`src/hdl/uctrp_pkg.sv`:
```
// ----------------------------------------------------------------------------
// uctrp_pkg
// Shared types and TRB encoding constants for the control TRB ring producer.
// ----------------------------------------------------------------------------
package uctrp_pkg;

  // TRB type codes, placed in control[15:10]
  localparam int unsigned TypeShift = 10;
  localparam logic [5:0] TrbSetup  = 6'd2;
  localparam logic [5:0] TrbData   = 6'd3;
  localparam logic [5:0] TrbStatus = 6'd4;
  localparam logic [5:0] TrbLink   = 6'd6;

  localparam logic [31:0] CtlTypeSetup  = 32'(TrbSetup)  << TypeShift;
  localparam logic [31:0] CtlTypeData   = 32'(TrbData)   << TypeShift;
  localparam logic [31:0] CtlTypeStatus = 32'(TrbStatus) << TypeShift;
  localparam logic [31:0] CtlTypeLink   = 32'(TrbLink)   << TypeShift;

  localparam logic [31:0] CtlToggle = 32'h0000_0002;
  localparam logic [31:0] CtlIoc    = 32'h0000_0020;
  localparam logic [31:0] CtlIdt    = 32'h0000_0040;
  localparam logic [31:0] CtlDirIn  = 32'h0001_0000;

  // Transfer type field of the setup TRB, control[17:16]
  localparam int unsigned TrtShift = 16;
  localparam logic [1:0] TrtNone = 2'd0;
  localparam logic [1:0] TrtOut  = 2'd2;
  localparam logic [1:0] TrtIn   = 2'd3;

  localparam logic [31:0] SetupStatusLen = 32'd8;
  localparam logic [7:0]  DirBitMask     = 8'h80;

  // Decoded request, handed from front to back
  typedef struct packed {
    logic [63:0] packet;     // 8-byte setup packet
    logic [63:0] addr;
    logic [15:0] len;
    logic [1:0]  trt;
    logic        has_data;   // data TRB is written
    logic        data_in;    // data stage runs device-to-host
    logic        stat_in;    // status stage runs device-to-host
  } desc_t;

  typedef enum logic [1:0] {
    StepSetup,
    StepData,
    StepStatus
  } step_e;

endpackage

```
`src/hdl/uctrp_front.sv`:
```
// ----------------------------------------------------------------------------
// uctrp_front
// Accepts control requests and decodes them into ring work descriptors.
// ----------------------------------------------------------------------------
module uctrp_front (
  input  logic               clk_i,
  input  logic               rst_ni,
  input  logic               push_i,
  output logic               full_o,
  input  logic [7:0]         request_type_i,
  input  logic [7:0]         request_code_i,
  input  logic [15:0]        request_value_i,
  input  logic [15:0]        request_index_i,
  input  logic [15:0]        data_length_i,
  input  logic [63:0]        data_address_i,
  output logic               desc_valid_o,
  input  logic               desc_ready_i,
  output uctrp_pkg::desc_t   desc_o
);

  logic             valid_q, valid_d;
  uctrp_pkg::desc_t desc_q, desc_d;
  logic             accept;
  logic             is_in;
  logic             has_len;

  assign full_o = valid_q && !desc_ready_i;
  assign accept = push_i && !full_o;

  always_comb begin
    is_in   = (request_type_i & uctrp_pkg::DirBitMask) != 8'h00;
    has_len = data_length_i != 16'h0000;
    desc_d.packet   = {data_length_i, request_index_i, request_value_i,
                       request_code_i, request_type_i};
    desc_d.addr     = data_address_i;
    desc_d.len      = data_length_i;
    // transfer type follows the length alone, even if the address is zero
    desc_d.trt      = !has_len ? uctrp_pkg::TrtNone :
                      (is_in ? uctrp_pkg::TrtIn : uctrp_pkg::TrtOut);
    desc_d.has_data = has_len && (data_address_i != 64'h0);
    desc_d.data_in  = is_in;
    desc_d.stat_in  = !has_len || !is_in;
  end

  always_comb begin
    valid_d = valid_q;
    if (accept) begin
      valid_d = 1'b1;
    end else if (desc_ready_i) begin
      valid_d = 1'b0;
    end
  end

  always_ff @(posedge clk_i or negedge rst_ni) begin
    if (!rst_ni) begin
      valid_q <= 1'b0;
    end else begin
      valid_q <= valid_d;
    end
  end

  always_ff @(posedge clk_i) begin
    if (accept) begin
      desc_q <= desc_d;
    end
  end

  assign desc_valid_o = valid_q;
  assign desc_o       = desc_q;

endmodule

```
`src/hdl/uctrp_fifo.sv`:
```
// ----------------------------------------------------------------------------
// uctrp_fifo
// Short descriptor queue between the decode front and the TRB sequencer.
// ----------------------------------------------------------------------------
module uctrp_fifo #(
  parameter int unsigned Depth = 2
) (
  input  logic               clk_i,
  input  logic               rst_ni,
  input  logic               wr_valid_i,
  output logic               wr_ready_o,
  input  uctrp_pkg::desc_t   wr_data_i,
  output logic               rd_valid_o,
  input  logic               rd_pop_i,
  output uctrp_pkg::desc_t   rd_data_o
);

  localparam int unsigned PtrW = (Depth > 1) ? $clog2(Depth) : 1;
  localparam int unsigned CntW = $clog2(Depth + 1);
  localparam logic [PtrW-1:0] PtrLast = PtrW'(Depth - 1);

  uctrp_pkg::desc_t      mem_q [Depth];
  logic [PtrW-1:0]       wr_ptr_q, wr_ptr_d;
  logic [PtrW-1:0]       rd_ptr_q, rd_ptr_d;
  logic [CntW-1:0]       cnt_q, cnt_d;
  logic                  do_wr, do_rd;

  assign wr_ready_o = cnt_q != CntW'(Depth);
  assign rd_valid_o = cnt_q != '0;
  assign do_wr      = wr_valid_i && wr_ready_o;
  assign do_rd      = rd_pop_i && rd_valid_o;
  assign rd_data_o  = mem_q[rd_ptr_q];

  always_comb begin
    wr_ptr_d = wr_ptr_q;
    rd_ptr_d = rd_ptr_q;
    cnt_d    = cnt_q;
    if (do_wr) begin
      wr_ptr_d = (wr_ptr_q == PtrLast) ? '0 : wr_ptr_q + 1'b1;
    end
    if (do_rd) begin
      rd_ptr_d = (rd_ptr_q == PtrLast) ? '0 : rd_ptr_q + 1'b1;
    end
    if (do_wr && !do_rd) begin
      cnt_d = cnt_q + 1'b1;
    end else if (do_rd && !do_wr) begin
      cnt_d = cnt_q - 1'b1;
    end
  end

  always_ff @(posedge clk_i or negedge rst_ni) begin
    if (!rst_ni) begin
      wr_ptr_q <= '0;
      rd_ptr_q <= '0;
      cnt_q    <= '0;
    end else begin
      wr_ptr_q <= wr_ptr_d;
      rd_ptr_q <= rd_ptr_d;
      cnt_q    <= cnt_d;
    end
  end

  always_ff @(posedge clk_i) begin
    if (do_wr) begin
      mem_q[wr_ptr_q] <= wr_data_i;
    end
  end

endmodule

```
`src/hdl/uctrp_back.sv`:
```
// ----------------------------------------------------------------------------
// uctrp_back
// TRB sequencer: expands descriptors into ring writes, tracks write position
// and producer cycle, and inserts link TRBs at the end of the ring.
// ----------------------------------------------------------------------------
module uctrp_back #(
  parameter int unsigned RING_ENTRIES = 256
) (
  input  logic               clk_i,
  input  logic               rst_ni,
  input  logic [63:0]        ring_base_i,
  input  logic               desc_valid_i,
  input  uctrp_pkg::desc_t   desc_i,
  output logic               desc_pop_o,
  output logic               empty_o,
  input  logic               pop_i,
  output logic [7:0]         trb_position_o,
  output logic [63:0]        trb_param_o,
  output logic [31:0]        trb_status_o,
  output logic [31:0]        trb_control_o,
  output logic               last_trb_o
);

  localparam int unsigned PosW = $clog2(RING_ENTRIES);
  localparam logic [PosW-1:0] LinkPos = PosW'(RING_ENTRIES - 1);
  localparam logic [PosW-1:0] PrePos  = PosW'(RING_ENTRIES - 2);

  uctrp_pkg::step_e step_q, step_d;
  logic             link_pend_q, link_pend_d;
  logic             link_last_q, link_last_d;
  logic [PosW-1:0]  pos_q, pos_d;
  logic             cycle_q, cycle_d;

  logic             out_valid_q, out_valid_d;
  logic [7:0]       pos_out_q;
  logic [63:0]      param_q;
  logic [31:0]      status_q;
  logic [31:0]      control_q;
  logic             last_q;

  logic             emit;
  logic             wrap;
  logic [PosW+7:0]  pos_ext;
  logic [63:0]      param_d;
  logic [31:0]      status_d;
  logic [31:0]      control_d;
  logic             last_d;

  // one beat per cycle while a descriptor is waiting and the output register drains or is empty
  assign emit    = desc_valid_i && (!out_valid_q || pop_i);
  assign wrap    = !link_pend_q && (pos_q == PrePos);
  assign pos_ext = {8'h00, pos_q};

  // next state
  always_comb begin
    step_d      = step_q;
    link_pend_d = link_pend_q;
    link_last_d = link_last_q;
    pos_d       = pos_q;
    cycle_d     = cycle_q;
    desc_pop_o  = 1'b0;
    if (emit) begin
      if (link_pend_q) begin
        link_pend_d = 1'b0;
        pos_d       = '0;
        cycle_d     = !cycle_q;
        desc_pop_o  = link_last_q;
      end else begin
        pos_d       = pos_q + 1'b1;
        link_pend_d = wrap;
        link_last_d = step_q == uctrp_pkg::StepStatus;
        unique case (step_q)
          uctrp_pkg::StepSetup: begin
            step_d = desc_i.has_data ? uctrp_pkg::StepData : uctrp_pkg::StepStatus;
          end
          uctrp_pkg::StepData: begin
            step_d = uctrp_pkg::StepStatus;
          end
          uctrp_pkg::StepStatus: begin
            step_d     = uctrp_pkg::StepSetup;
            desc_pop_o = !wrap;
          end
          default: begin
            step_d = uctrp_pkg::StepSetup;
          end
        endcase
      end
    end
  end

  // TRB contents for the beat being built
  always_comb begin
    param_d   = 64'h0;
    status_d  = 32'h0;
    control_d = {31'h0, cycle_q};
    last_d    = 1'b0;
    if (link_pend_q) begin
      param_d   = ring_base_i;
      control_d = uctrp_pkg::CtlTypeLink | uctrp_pkg::CtlToggle | {31'h0, cycle_q};
      last_d    = link_last_q;
    end else begin
      unique case (step_q)
        uctrp_pkg::StepSetup: begin
          param_d   = desc_i.packet;
          status_d  = uctrp_pkg::SetupStatusLen;
          control_d = uctrp_pkg::CtlTypeSetup | uctrp_pkg::CtlIdt
                    | (32'(desc_i.trt) << uctrp_pkg::TrtShift) | {31'h0, cycle_q};
        end
        uctrp_pkg::StepData: begin
          param_d   = desc_i.addr;
          status_d  = {16'h0, desc_i.len};
          control_d = uctrp_pkg::CtlTypeData | {31'h0, cycle_q}
                    | (desc_i.data_in ? uctrp_pkg::CtlDirIn : 32'h0);
        end
        uctrp_pkg::StepStatus: begin
          control_d = uctrp_pkg::CtlTypeStatus | uctrp_pkg::CtlIoc | {31'h0, cycle_q}
                    | (desc_i.stat_in ? uctrp_pkg::CtlDirIn : 32'h0);
          // a link right after the status beat carries the last flag instead
          last_d    = !wrap;
        end
        default: begin
          control_d = {31'h0, cycle_q};
        end
      endcase
    end
  end

  always_comb begin
    out_valid_d = out_valid_q;
    if (emit) begin
      out_valid_d = 1'b1;
    end else if (pop_i) begin
      out_valid_d = 1'b0;
    end
  end

  always_ff @(posedge clk_i or negedge rst_ni) begin
    if (!rst_ni) begin
      step_q      <= uctrp_pkg::StepSetup;
      link_pend_q <= 1'b0;
      link_last_q <= 1'b0;
      pos_q       <= '0;
      cycle_q     <= 1'b1;
      out_valid_q <= 1'b0;
    end else begin
      step_q      <= step_d;
      link_pend_q <= link_pend_d;
      link_last_q <= link_last_d;
      pos_q       <= pos_d;
      cycle_q     <= cycle_d;
      out_valid_q <= out_valid_d;
    end
  end

  always_ff @(posedge clk_i) begin
    if (emit) begin
      pos_out_q <= pos_ext[7:0];
      param_q   <= param_d;
      status_q  <= status_d;
      control_q <= control_d;
      last_q    <= last_d;
    end
  end

  assign empty_o        = !out_valid_q;
  assign trb_position_o = pos_out_q;
  assign trb_param_o    = param_q;
  assign trb_status_o   = status_q;
  assign trb_control_o  = control_q;
  assign last_trb_o     = last_q;

  a_pos_range: assert property (@(posedge clk_i) disable iff (!rst_ni)
    pos_q <= LinkPos)
    else $error("write position beyond ring end");

  a_link_at_end: assert property (@(posedge clk_i) disable iff (!rst_ni)
    link_pend_q |-> pos_q == LinkPos)
    else $error("link pending away from last entry");

  a_link_wraps: assert property (@(posedge clk_i) disable iff (!rst_ni)
    (emit && link_pend_q) |=> (pos_q == '0) && (cycle_q != $past(cycle_q)))
    else $error("link beat did not wrap position and flip cycle");

  a_pop_on_emit: assert property (@(posedge clk_i) disable iff (!rst_ni)
    desc_pop_o |=> out_valid_q && last_q)
    else $error("descriptor retired without a last beat");

endmodule

```
`src/hdl/usb_control_trb_ring_producer_unit.sv`:
```
// ----------------------------------------------------------------------------
// usb_control_trb_ring_producer_unit
// Turns USB control requests into xHCI transfer-ring TRB writes.
//
//   channel   direction  handshake          payload
//   request   in         push_i / full_o    request_*_i, data_*_i
//   trb       out        empty_o / pop_i    trb_*_o, last_trb_o
//   config    in         cfg_we_i           cfg_wdata_i (ring base address)
//
// Each request yields 2 or 3 TRB beats (setup, data when length and address
// are both nonzero, status), plus one link beat when the ring wraps; one beat
// per cycle from the back sequencer's output reg while the consumer pops it.
// A request's first beat passes the front register, the two-entry descriptor
// queue and the back output reg; while the consumer stalls the sequencer,
// requests are taken until queue and front fill. Reset: position 0, cycle bit 1.
// ----------------------------------------------------------------------------
module usb_control_trb_ring_producer_unit #(
  parameter int unsigned RING_ENTRIES = 256
) (
  input  logic        clk_i,
  input  logic        rst_ni,
  input  logic        cfg_we_i,
  input  logic [63:0] cfg_wdata_i,
  input  logic        push_i,
  output logic        full_o,
  input  logic [7:0]  request_type_i,
  input  logic [7:0]  request_code_i,
  input  logic [15:0] request_value_i,
  input  logic [15:0] request_index_i,
  input  logic [15:0] data_length_i,
  input  logic [63:0] data_address_i,
  output logic        empty_o,
  input  logic        pop_i,
  output logic [7:0]  trb_position_o,
  output logic [63:0] trb_param_o,
  output logic [31:0] trb_status_o,
  output logic [31:0] trb_control_o,
  output logic        last_trb_o
);

  logic [63:0]      ring_base_q;
  logic             fr_valid;
  logic             fr_ready;
  uctrp_pkg::desc_t fr_desc;
  logic             q_valid;
  logic             q_pop;
  uctrp_pkg::desc_t q_desc;

  always_ff @(posedge clk_i or negedge rst_ni) begin
    if (!rst_ni) begin
      ring_base_q <= 64'h0;
    end else if (cfg_we_i) begin
      ring_base_q <= cfg_wdata_i;
    end
  end

  uctrp_front u_front (
    .clk_i           (clk_i),
    .rst_ni          (rst_ni),
    .push_i          (push_i),
    .full_o          (full_o),
    .request_type_i  (request_type_i),
    .request_code_i  (request_code_i),
    .request_value_i (request_value_i),
    .request_index_i (request_index_i),
    .data_length_i   (data_length_i),
    .data_address_i  (data_address_i),
    .desc_valid_o    (fr_valid),
    .desc_ready_i    (fr_ready),
    .desc_o          (fr_desc)
  );

  uctrp_fifo #(
    .Depth (2)
  ) u_fifo (
    .clk_i      (clk_i),
    .rst_ni     (rst_ni),
    .wr_valid_i (fr_valid),
    .wr_ready_o (fr_ready),
    .wr_data_i  (fr_desc),
    .rd_valid_o (q_valid),
    .rd_pop_i   (q_pop),
    .rd_data_o  (q_desc)
  );

  uctrp_back #(
    .RING_ENTRIES (RING_ENTRIES)
  ) u_back (
    .clk_i          (clk_i),
    .rst_ni         (rst_ni),
    .ring_base_i    (ring_base_q),
    .desc_valid_i   (q_valid),
    .desc_i         (q_desc),
    .desc_pop_o     (q_pop),
    .empty_o        (empty_o),
    .pop_i          (pop_i),
    .trb_position_o (trb_position_o),
    .trb_param_o    (trb_param_o),
    .trb_status_o   (trb_status_o),
    .trb_control_o  (trb_control_o),
    .last_trb_o     (last_trb_o)
  );

endmodule
```
`config.mk`:
```
export PLATFORM = sky130hd
export DESIGN_NAME = usb_control_trb_ring_producer_unit
export DESIGN_NICKNAME = d
export VERILOG_FILES = /design/src/hdl/uctrp_pkg.sv /design/src/hdl/uctrp_front.sv /design/src/hdl/uctrp_fifo.sv /design/src/hdl/uctrp_back.sv /design/src/hdl/usb_control_trb_ring_producer_unit.sv
export SDC_FILE = /design/constraint.sdc
export NUM_CORES = 1
export LEC_CHECK = 0
export ABC_AREA = 1
export BUFFER_PORTS_ARGS = -buffer_cell sky130_fd_sc_hd__clkbuf_2
export CORE_MARGIN = 2
export CORE_UTILIZATION = 55
export DETAILED_ROUTE_END_ITERATION = 8
export MAX_ROUTING_LAYER = met4
export PLACE_DENSITY = 0.84
export SLEW_MARGIN = 5
export SYNTH_ARGS = -nofsm -noshare
export SYNTH_HDL_FRONTEND = slang
export SYNTH_SLANG_ARGS = --single-unit
```
`constraint.sdc`:
```
create_clock -name clk_i -period 9.5 [get_ports clk_i]
set_input_delay 0 -clock clk_i [delete_from_list [all_inputs] [get_ports clk_i]]
set_output_delay 0 -clock clk_i [all_outputs]
set_load 0.02 [all_outputs]
```
==> flow_summary.toml, run 1 <==
[outcome]
status = "complete, no violations"

[sta]
finalSetupViolations = 0
final-hold-violation-count = 0
tightest_slew_ps = 1110
fin_tns_setup_ps = 0
hold-worst-slack_ps = 44.0
max_freq_mhz = 332
max_slew_margin_pct = 26.0
final_max_slew_viol_count = 0
min_period_ps = 3010
fin_worst_skew_ps = 28.8
rsz0062_at_grt = "no"
finalCritPeriodShare_pct = 31.7

[clocking]
htreeDepth = 2
cts_setup_buffers = 0
clock_path_buffers = 3
cts_root_buffer = "clkbuf_16"
cts_buffers = 55
cts.clk_slew.worst_paths_ps = 60
cts_tree = "done"
worstSkewPairLatency_ps = 610
cts_sinks = 577

[run]
drv_cap = 0

[final_layout]
mostFrequentLayoutCells = "edfxtp_1 (494), clkbuf_2 (294), nor2_1 (276)"
stdcell_area_mm2 = 0.0274
fin_nets = 2225
layout_commonest_cell = "edfxtp_1"
area_delta_synth_final_pct = 27.6
multi_input_area_mm2 = 0.00385
regArea_mm2 = 0.0169
drive_above_1_share_pct = 22.2
fin_util_pct = 70.9
fillerInstances = 2363

[min_path]
worst_hold_path_type = "input port to flip-flop"

[global_routing]
grt_usage_pct = 28.5
grt_overflow = 0
grt_pass1_vias = 14700
grt_max_degree = 94
grt_antenna_before_repair = 4
grt_pass1_wl_um = 84000

[die]
initial_utilization_pct = 55.6
die_y_um = 202
dieArea_mm2 = 0.0407
num_rows = 72
core_area_mm2 = 0.0386
fp.dieW_um = 202
io_pins = 336

[setup_path]
crit_arrival_ps = 3230
worstPathMaxFanout = 68
crit_path_start_kind = "flip-flop"
endpoint_kind = "flip-flop"
crit_required_ps = 9710
critPathKind = "flip-flop to flip-flop"

[power_and_ir_drop]
power.total_mw = 8.55
pwr-share-clk_pct = 26.9
power_density_mw_per_mm2 = 312
p_seq_share_pct = 47.7
power_frac_comb_pct = 25.4
net-switching-power_mw = 2.82
intPower_mw = 5.73
sw_frac_of_total_pct = 33.0
p_leak_nw = 10.7
ir_worst_vdd_mv = 0.180

[synth]
syn_avg_cell_area_um2 = 14.3
yosysWarnings = 0
synth-seq-cells = 577
synth_edf_count = 494
synth_top_family_by_area = "simple AND/OR/NAND/NOR gates"
async_flop_share_pct = 14.4
synth_mux_area_share_pct = 1.93
synth_top_cell_by_area = "edfxtp_1"
synth_flop_cell = "edfxtp_1"
synthCells = 1499
synth_compound_area_share_pct = 6.74
ys_top_cells_by_area = "edfxtp_1 (69%), dfrtp_1 (9.5%), nor2_1 (4.9%)"
synth-xor-area-share_pct = 0.163
synth.distinct_cells = 39
synth_fa_ha_area_share_pct = 0.175
synth-seq-area-share_pct = 78.7
synthSimpleGateAreaFrac_pct = 8.16
synth_top_area_share_pct = 69.0
synth_area_mm2 = 0.0215

[placed_design]
place_hpwl_um = 31000
place_area_mm2 = 0.0232
portBuffers = 296
gp_congestion = 0.891

[drt]
drtIter0Drc = 1504
vias = 14300
viasPerCell = 5.52
drc_errors = 0
ant_nets = 0
first_pass_iters = 5
avgRoutedWirePerCell_um = 21.7
wirelength_um = 56300
==> critical path, stage by stage (launching register included) <==
cell and delay, ps:
dfrtp_1 380, inv_1 90, a21oi_1 240, inv_1 150, nor2_4 90, buf_4 730
buf_4 830
==> synthesized netlist by cell type (3+ instances only) <==
cell type / n
inv_1: 55
o21ai_1: 40
buf_1: 8
or2_2: 15
o221ai_1: 12
nand3_1: 5
ha_1: 3
a21oi_1: 7
clkbuf_1: 19
nor2_1: 278
a31oi_1: 22
inv_2: 4
buf_6: 10
o22ai_1: 26
buf_2: 24
mux2_2: 36
dfrtp_1: 82
o21ai_0: 154
nand2_1: 138
edfxtp_1: 494
buf_4: 42
==> power by group through the flow <==
stage | Combinational (mW) | Sequential [mW] | Clock (mW)
global route | 2.35 | 4.14 | 2.41
finish | 2.17 | 4.08 | 2.30
CTS | 2.14 | 4.06 | 2.30
detailed placement | 2.05 | 4.10 | 0
floorplan | 1.11 | 4.37 | 0
global placement | 1.96 | 4.06 | 0
==> final cells by class <==
class | count | share of cell area, %
flip-flops and latches | 577 | 61.7
multi-input cells | 796 | 14.1
repair buffers | 535 | 14.0
clock buffers | 68 | 5.39
well taps | 518 | 2.36
clock inverters | 35 | 1.52
inverters | 60 | 0.867
diodes | 5 | 0.0456
==> what timing repair did <==
action | in CTS | in global routing
endpoints found under the hold margin | 281 | 0
hold buffers | 227 | 0
gates resized for setup | 0 | 0
==> per-layer routing <==
layer | wire (µm) | track usage, % | vias up
li1 | - | - | 6318
met1 | 19900 | 33.6 | 6999
met2 | 29700 | 49.4 | 861
met3 | 4470 | 4.05 | 143
met4 | 2230 | 11.7 | 0
met5 | 0 | - | -
==> worst paths after layout <==
| check | start | slack [ps] | cells past startpoint | to |
|---|---|---|---|---|
| setup / recovery | u_fifo.cnt_q[0] | 6490 | 6 | u_fifo.mem_q[1][104] |
| hold / removal | cfg_we_i | 40 | 2 | ring_base_q[44] |
| setup reg to reg | u_fifo.cnt_q[0] | 6490 | 6 | u_fifo.mem_q[1][104] |
| hold reg to reg | u_front.desc_o[2] | 430 | 0 | u_fifo.mem_q[1][2] |
| max in group asynchronous | rst_ni | 8420 | 3 | u_fifo.rd_ptr_q |
| min in group asynchronous | rst_ni | 270 | 3 | u_back.pos_q[0] |
==> cells by family (layout without fill, tap and decap cells) <==
logic type	count (synthesis)	count (layout)
adders and majority gates	3	3
xor gates and xnor gates	4	4
muxes	37	37
and+or+nand+nor	447	447
buffers and inverters	164	698
AOI/OAI and AO/OA	266	266
DFF	577	577
other	1	44
==> state kept, by name, indices dropped and copies added (netlist names) <==
name and flops:
u_fifo.cnt_q 2, u_back.link_pend_q 1, u_back.trb_param_o 64, u_back.last_trb_o 1
u_back.trb_position_o 8, u_front.desc_o 132, u_fifo.mem_q 264, u_back.trb_control_o 9
u_back.out_valid_q 1, u_fifo.wr_ptr_q 1, u_front.desc_valid_o 1, u_back.link_last_q 1
u_back.cycle_q 1, u_fifo.rd_ptr_q 1, u_back.trb_status_o 16, u_back.step_q 2
u_back.pos_q 8, ring_base_q 64
==> per-stage QoR <==
stage | std cells | setup WS (ps)
final | 2594 | 6490
after global routing | 2594 | 6290
after CTS | 2589 | 6460
after detailed placement | 2259 | 6470
after global placement | 2259 | 6540
after floorplan | 1537 | 2650
Power figures use the tool's default switching activity.
==> run 2, diff against run 1 <==
--- a/config.mk
+++ b/config.mk
@@ -5,7 +5,7 @@
 export SDC_FILE = /design/constraint.sdc
 export NUM_CORES = 1
 export LEC_CHECK = 0
-export ABC_AREA = 1
+export ABC_AREA = 0
 export BUFFER_PORTS_ARGS = -buffer_cell sky130_fd_sc_hd__clkbuf_2
 export CORE_MARGIN = 2
 export CORE_UTILIZATION = 55
==> constraint.sdc (replaced) <==
create_clock -name clk_i -period 2.9 [get_ports clk_i]
set_input_delay 0 -clock clk_i [delete_from_list [all_inputs] [get_ports clk_i]]
set_output_delay 0 -clock clk_i [all_outputs]
set_load 0.02 [all_outputs]
==> run 2 against run 1 <==
Via count decreased by 18%; synthesized area decreased by 1.4%; non-clock buffer count decreased by 14; sequential cell count unchanged; critical path depth increased by 1; sequential share of layout area increased by 0.77 points; setup slack got worse by 5800 ps; largest cell class unchanged; largest power group unchanged; highest routed layer unchanged.
==> flow_summary.toml, run 2 <==
[outcome]
status = "complete, no violations"

[synth]
synth_flop_cell = "edfxtp_1"
synth_top_area_share_pct = 70.0
async_flop_share_pct = 14.4
synth_area_mm2 = 0.0212
synth_common_cells = "edfxtp_1 (494), dfrtp_1 (82), a22o_1 (65), mux2_2 (65), mux4_2 (64)"
synth_top_cell_by_area = "edfxtp_1"
syn_avg_cell_area_um2 = 21.0
synth-seq-cells = 577
yosysWarnings = 0
synth-seq-area-share_pct = 79.8
synthCells = 1011
synth_edf_count = 494
yosys.cell_count.top_type = "edfxtp_1"
ys_top_cells_by_area = "edfxtp_1 (70%), dfrtp_1 (9.7%), mux4_2 (6.8%)"
synth.distinct_cells = 38

[sta]
finalCritPeriodShare_pct = 75.4
rsz0062_at_grt = "no"
max_freq_mhz = 457
finalSetupViolations = 0
final_max_slew_viol_count = 0
worst_slack_ps = 713
fin_worst_skew_ps = 10.2
hold-worst-slack_ps = 120
min_period_ps = 2190
tightest_slew_ps = 1050
max_slew_margin_pct = 30.1
fin_tns_setup_ps = 0
final-hold-violation-count = 0

[setup_path]
endpoint_kind = "flip-flop"
r2r_slack_ps = 710
crit_end = "u_fifo.cnt_q[1]"
path_cells = "nor2b_1, or2_2, a21oi_1, inv_1, ha_1, nor2_1, xor2_1"
crit_arrival_ps = 2700
critPathSlowestCell = "or2_2"
slowest_delay_ps = 440
r2r-start = "u_back.out_valid_q"
crit_path_start_kind = "flip-flop"
worstPathMaxFanout = 12
crit_required_ps = 3410
rr_worst_depth = 7
crit_start = "u_back.out_valid_q"
critPathKind = "flip-flop to flip-flop"
worst_r2r_endpoint = "u_fifo.cnt_q[1]"

[die]
core_area_mm2 = 0.0378
io_pins = 336
die_y_um = 200
num_rows = 71
fp.dieW_um = 200
dieArea_mm2 = 0.0401
initial_utilization_pct = 56.1

[power_and_ir_drop]
sw_frac_of_total_pct = 30.6
power_density_mw_per_mm2 = 1040
p_seq_share_pct = 47.0
intPower_mw = 19.6
power_frac_comb_pct = 27.2
pwr-share-clk_pct = 25.8
p_leak_nw = 10.3
net-switching-power_mw = 8.66
ir_worst_vdd_mv = 0.568

[placed_design]
portBuffers = 296
dp_slack_ps = 762
dp_cells = 1800
gp_congestion = 0.868
place_area_mm2 = 0.0233
place_hpwl_um = 29400

[final_layout]
layoutNonFillerInstCount = 2100
area_delta_synth_final_pct = 27.9
regArea_mm2 = 0.0169
multi_input_area_mm2 = 0.00383
largest_register_ffs = 264
drive_above_1_share_pct = 34.9
largest-register = "u_fifo.mem_q"
mostFrequentLayoutCells = "edfxtp_1 (494), clkbuf_2 (294), dlygate4sd3_1 (197)"
fillerInstances = 2199
layout_commonest_cell = "edfxtp_1"
fin_nets = 1743
stdcell_area_mm2 = 0.0271

[clocking]
cts_sinks = 577
worstSkewPairLatency_ps = 590
cts_buffers = 55
cts.clk_slew.worst_paths_ps = 60
clock_path_buffers = 3
cts_root_buffer = "clkbuf_16"
cts_tree = "done"
htreeDepth = 2

[run]
drv_cap = 0

[global_routing]
grt_pass1_wl_um = 76100
grt_pass1_vias = 12600
grt_overflow = 0
grt_antenna_before_repair = 1
grt_max_degree = 70
grt_usage_pct = 26.4

[drt]
drc_errors = 0
vias = 11700
drtIter0Drc = 1082
wirelength_um = 50700
viasPerCell = 5.57
avgRoutedWirePerCell_um = 24.2
ant_nets = 0
first_pass_iters = 5

[min_path]
worst_hold_path_type = "input port to flip-flop"
## run 2: cell count changes after synthesis, moves of 12 or more
cell / before / now
o221ai_1: 12 / 0
o21ai_0: 154 / 9
nor4_1: 0 / 23
nor2_1: 278 / 25
inv_1: 55 / 10
o22ai_1: 26 / 0
mux2_2: 36 / 65
mux2i_1: 1 / 23
or2_2: 15 / 2
a31oi_1: 22 / 0
o21ai_1: 40 / 0
a22o_1: 0 / 65
nand2_1: 138 / 15
mux4_2: 0 / 64
## run 2: how the worst min path moves through the flow
stage,start,to,cells after the start,slack (ps)
floorplan,rst_ni,ring_base_q[0],0,-300
global placement,rst_ni,ring_base_q[45],1,60
detailed placement,rst_ni,ring_base_q[47],1,60
CTS,request_value_i[8],u_front.desc_o[109],2,90
global route,request_code_i[6],u_front.desc_o[99],2,110
finish,request_code_i[6],u_front.desc_o[99],2,120
## run 2: power groups by stage
stage | clock network [mW] | logic, mW | registers [mW]
5_1_grt | 7.72 | 8.15 | 13.5
6_report | 7.29 | 7.67 | 13.3
4_1_cts | 7.34 | 7.65 | 13.2
2_1_floorplan | 0 | 4.30 | 13.9
3_3_place_gp | 0 | 7.15 | 13.2
3_5_place_dp | 0 | 7.39 | 13.4
## run 2: critical path: cells and delay by family (launching register included)
kind / cells / cell delay (ps)
simple gates: 3 / 770
flops: 1 / 380
compound gates: 1 / 370
fa+ha+maj: 1 / 340
xor+xnor: 1 / 150
buf+inv: 1 / 90
## run 2: area by class of cell
class                      count  share of cell area [%]
antenna                        1                 0.00924
clock buffer                  71                    5.64
clock inverter                31                    1.21
inverter                      10                   0.152
multi-input combinational    378                    14.1
sequential                   577                    62.5
tap                          511                    2.36
timing repair buffer         521                    14.0
## run 2: per-layer routing
layer  global-route usage [%]  wire length (µm)  vias up
met1                     32.1             19000     5951
met5                        -                 0        -
met2                     43.9             26300      578
met4                     10.7              1920        0
li1                         -                 -     5060
met3                     5.03              3550      117
## run 2: cell families after synthesis
| kind of cell | share of synthesized area (%) |
|---|---|
| multiplexers | 11.3 |
| XOR/XNOR | 0.248 |
| other | 0.0177 |
| AO/OA/AOI/OAI | 3.26 |
| flip-flops | 79.8 |
| buffers and inverters | 2.86 |
| AND/OR/NAND/NOR | 2.25 |
| adder cells (fa/ha/maj) | 0.177 |
## run 2: repair_timing
item / 4_1_cts / 5_1_grt
gates resized for setup: 0 / 0
endpoints found under the hold margin: 281 / 0
endpoints found under the setup margin: 0 / 0
hold buffers: 197 / 0
buffers inserted: 0 / 0
## run 2: through the flow
stage / utilization (%) / power, mW
global route: 71.7 / 29.3
floorplan: - / 18.2
CTS: 71.7 / 28.2
global placement: 61.6 / 20.4
detailed placement: 61.6 / 20.7
finish: 71.7 / 28.2
==> run 3, diff against run 2 <==
--- a/config.mk
+++ b/config.mk
@@ -8,10 +8,10 @@
 export ABC_AREA = 0
 export BUFFER_PORTS_ARGS = -buffer_cell sky130_fd_sc_hd__clkbuf_2
 export CORE_MARGIN = 2
-export CORE_UTILIZATION = 55
+export CORE_UTILIZATION = 51
 export DETAILED_ROUTE_END_ITERATION = 8
 export MAX_ROUTING_LAYER = met4
-export PLACE_DENSITY = 0.84
+export PLACE_DENSITY = 0.82
 export SLEW_MARGIN = 5
 export SYNTH_ARGS = -nofsm -noshare
 export SYNTH_HDL_FRONTEND = slang
==> constraint.sdc (replaced) <==
create_clock -name clk_i -period 1.9 [get_ports clk_i]
set_input_delay 0 -clock clk_i [delete_from_list [all_inputs] [get_ports clk_i]]
set_output_delay 0 -clock clk_i [all_outputs]
set_load 0.02 [all_outputs]
==> run 3 against run 2 <==
The run now ends with hold timing left; fmax grew 18%; via count is 1.3% higher; hold slack worse by 120 ps; global-route usage fell by 2.1 points; critical path type unchanged; largest cell class unchanged; largest power group unchanged; highest routed layer unchanged.
==> flow_summary.toml, run 3 (synthesis gave the netlist of run 2 again) <==
[outcome]
status = "finished, violations left"
failed_checks = "hold timing"

[die]
dieArea_mm2 = 0.0432
io_pins = 336
num_rows = 74
fp.dieW_um = 208
initial_utilization_pct = 51.8
core_area_mm2 = 0.0409
die_y_um = 208

[sta]
tightest_slew_ps = 623
worst_slack_ps = 45.3
min_period_ps = 1850
fin_worst_skew_ps = 16.0
finalCritPeriodShare_pct = 97.6
max_freq_mhz = 539
final_max_slew_viol_count = 0
final-hold-violation-count = 1
finalSetupViolations = 0
max_slew_margin_pct = 58.1
rsz0062_at_grt = "no"
hold-worst-slack_ps = -0.821

[placed_design]
gp_congestion = 0.826
dp_cells = 1842
portBuffers = 296
dp_slack_ps = 57.3
place_hpwl_um = 29400

[drt]
wirelength_um = 50900
ant_nets = 0
avgRoutedWirePerCell_um = 23.5
first_pass_iters = 5
drtIter0Drc = 906
vias = 11900
drc_errors = 0
viasPerCell = 5.47

[final_layout]
fin_nets = 1783
fillerInstances = 2550
drive_above_1_share_pct = 35.9
area_delta_synth_final_pct = 30.5
largest_register_ffs = 264
layout_commonest_cell = "edfxtp_1"
largest-register = "u_fifo.mem_q"
layoutNonFillerInstCount = 2167
mostFrequentLayoutCells = "edfxtp_1 (494), clkbuf_2 (294), dlygate4sd3_1 (212)"

[clocking]
cts_tree = "done"
worstSkewPairLatency_ps = 600
clock_path_buffers = 3
htreeDepth = 2
cts_sinks = 577
cts.clk_slew.worst_paths_ps = 70
cts_root_buffer = "clkbuf_16"
cts_buffers = 56

[setup_path]
critPathKind = "flip-flop to flip-flop"
crit_path_start_kind = "flip-flop"
cp_num_buf_inv = 1
worstPathMaxFanout = 17
critPathSlowestCell = "dfrtp_4"
r2r-start = "u_fifo.rd_ptr_q"
r2r_slack_ps = 50
path_cells = "buf_12, mux4_2, a22o_1"
crit_arrival_ps = 2190
worst_r2r_endpoint = "u_back.trb_param_o[41]"
rr_worst_depth = 3
endpoint_kind = "flip-flop"
slowest_delay_ps = 580
cp_top_family = "flip-flops"
crit_required_ps = 2240

[power_and_ir_drop]
p_leak_nw = 10.6
power_density_mw_per_mm2 = 1580
ir_worst_vdd_mv = 1.04

[global_routing]
grt_pass1_vias = 12700
grt_max_degree = 84
grt_usage_pct = 24.3
grt_antenna_before_repair = 7
grt_pass1_wl_um = 75800
grt_overflow = 0

[run]
drv_cap = 0

[min_path]
worst_hold_path_type = "input port to asynchronous set/reset pin"
run 3: cell count changes in the layout (fill, tap and decap cells not counted), moves of 2 or more:
| cell | delta |
|---|---|
| dlygate4sd3_1 | +15 |
| buf_4 | +14 |
| clkinv_4 | -2 |
| clkinv_2 | +2 |
| buf_12 | +8 |
| clkbuf_1 | -2 |
| inv_6 | +2 |
| clkinvlp_4 | +2 |
| diode_2 | +6 |
run 3: worst max path at each step:
stage / start / to / cells past startpoint
2_1_floorplan: u_fifo.cnt_q[0] / u_fifo.mem_q[0][0] / 3
3_3_place_gp: u_fifo.rd_ptr_q / u_back.trb_param_o[29] / 3
3_5_place_dp: u_back.link_pend_q / u_fifo.cnt_q[1] / 7
4_1_cts: u_fifo.rd_ptr_q / u_back.trb_param_o[41] / 3
5_1_grt: u_back.pos_q[4] / u_fifo.cnt_q[1] / 7
6_report: u_fifo.rd_ptr_q / u_back.trb_param_o[41] / 3
run 3: per-layer routing:
metal	routed length [µm]	track usage (%)	up-vias	share of wire [%]
met5	0	-	-	0
met4	2100	9.78	0	4.1
met3	3090	4.13	148	6.1
met2	26500	40.2	507	52
met1	19200	30.0	6051	38
li1	-	-	5150	-
run 3: power breakdown:
group | leakage (nW) | total [mW] | internal (mW) | switching (mW)
clock | 0.907 | 11.2 | 6.51 | 4.70
combinational | 4.01 | 12.4 | 5.27 | 7.18
sequential | 5.64 | 20.0 | 18.6 | 1.37
run 3: final cells by class:
type / count / area (µm²) / share of cell area, %
Clock buffer: 69 / 1520 / 5.50
Timing Repair Buffer: 560 / 4260 / 15.4
Inverter: 10 / 41.3 / 0.149
Antenna cell: 7 / 17.5 / 0.0634
Multi-Input combinational cell: 378 / 3860 / 14.0
Tap cell: 532 / 666 / 2.41
Sequential cell: 577 / 16900 / 61.2
Clock inverter: 34 / 348 / 1.26
run 3: repair_timing:
action | CTS | global route
resized for setup | 0 | 6
buffers inserted | 0 | 2
endpoints found under the hold margin | 281 | 0
hold buffers | 212 | 0
endpoints found under the setup margin | 0 | 3
run 3: worst min-delay path, delay by kind of cell:
kind	cells	cell delay, ps
buffers and inverters	3	1060
run 3: through the flow:
step	power, mW	setup TNS (ps)	area, µm²	utilization, %
final	43.7	0	27600	67.5
after global routing	45.5	0	27600	67.5
after CTS	43.6	0	27600	67.3
after detailed placement	32.1	0	23600	57.6
after global placement	31.6	0	23600	57.6
after floorplan	27.8	-338180	21400	-
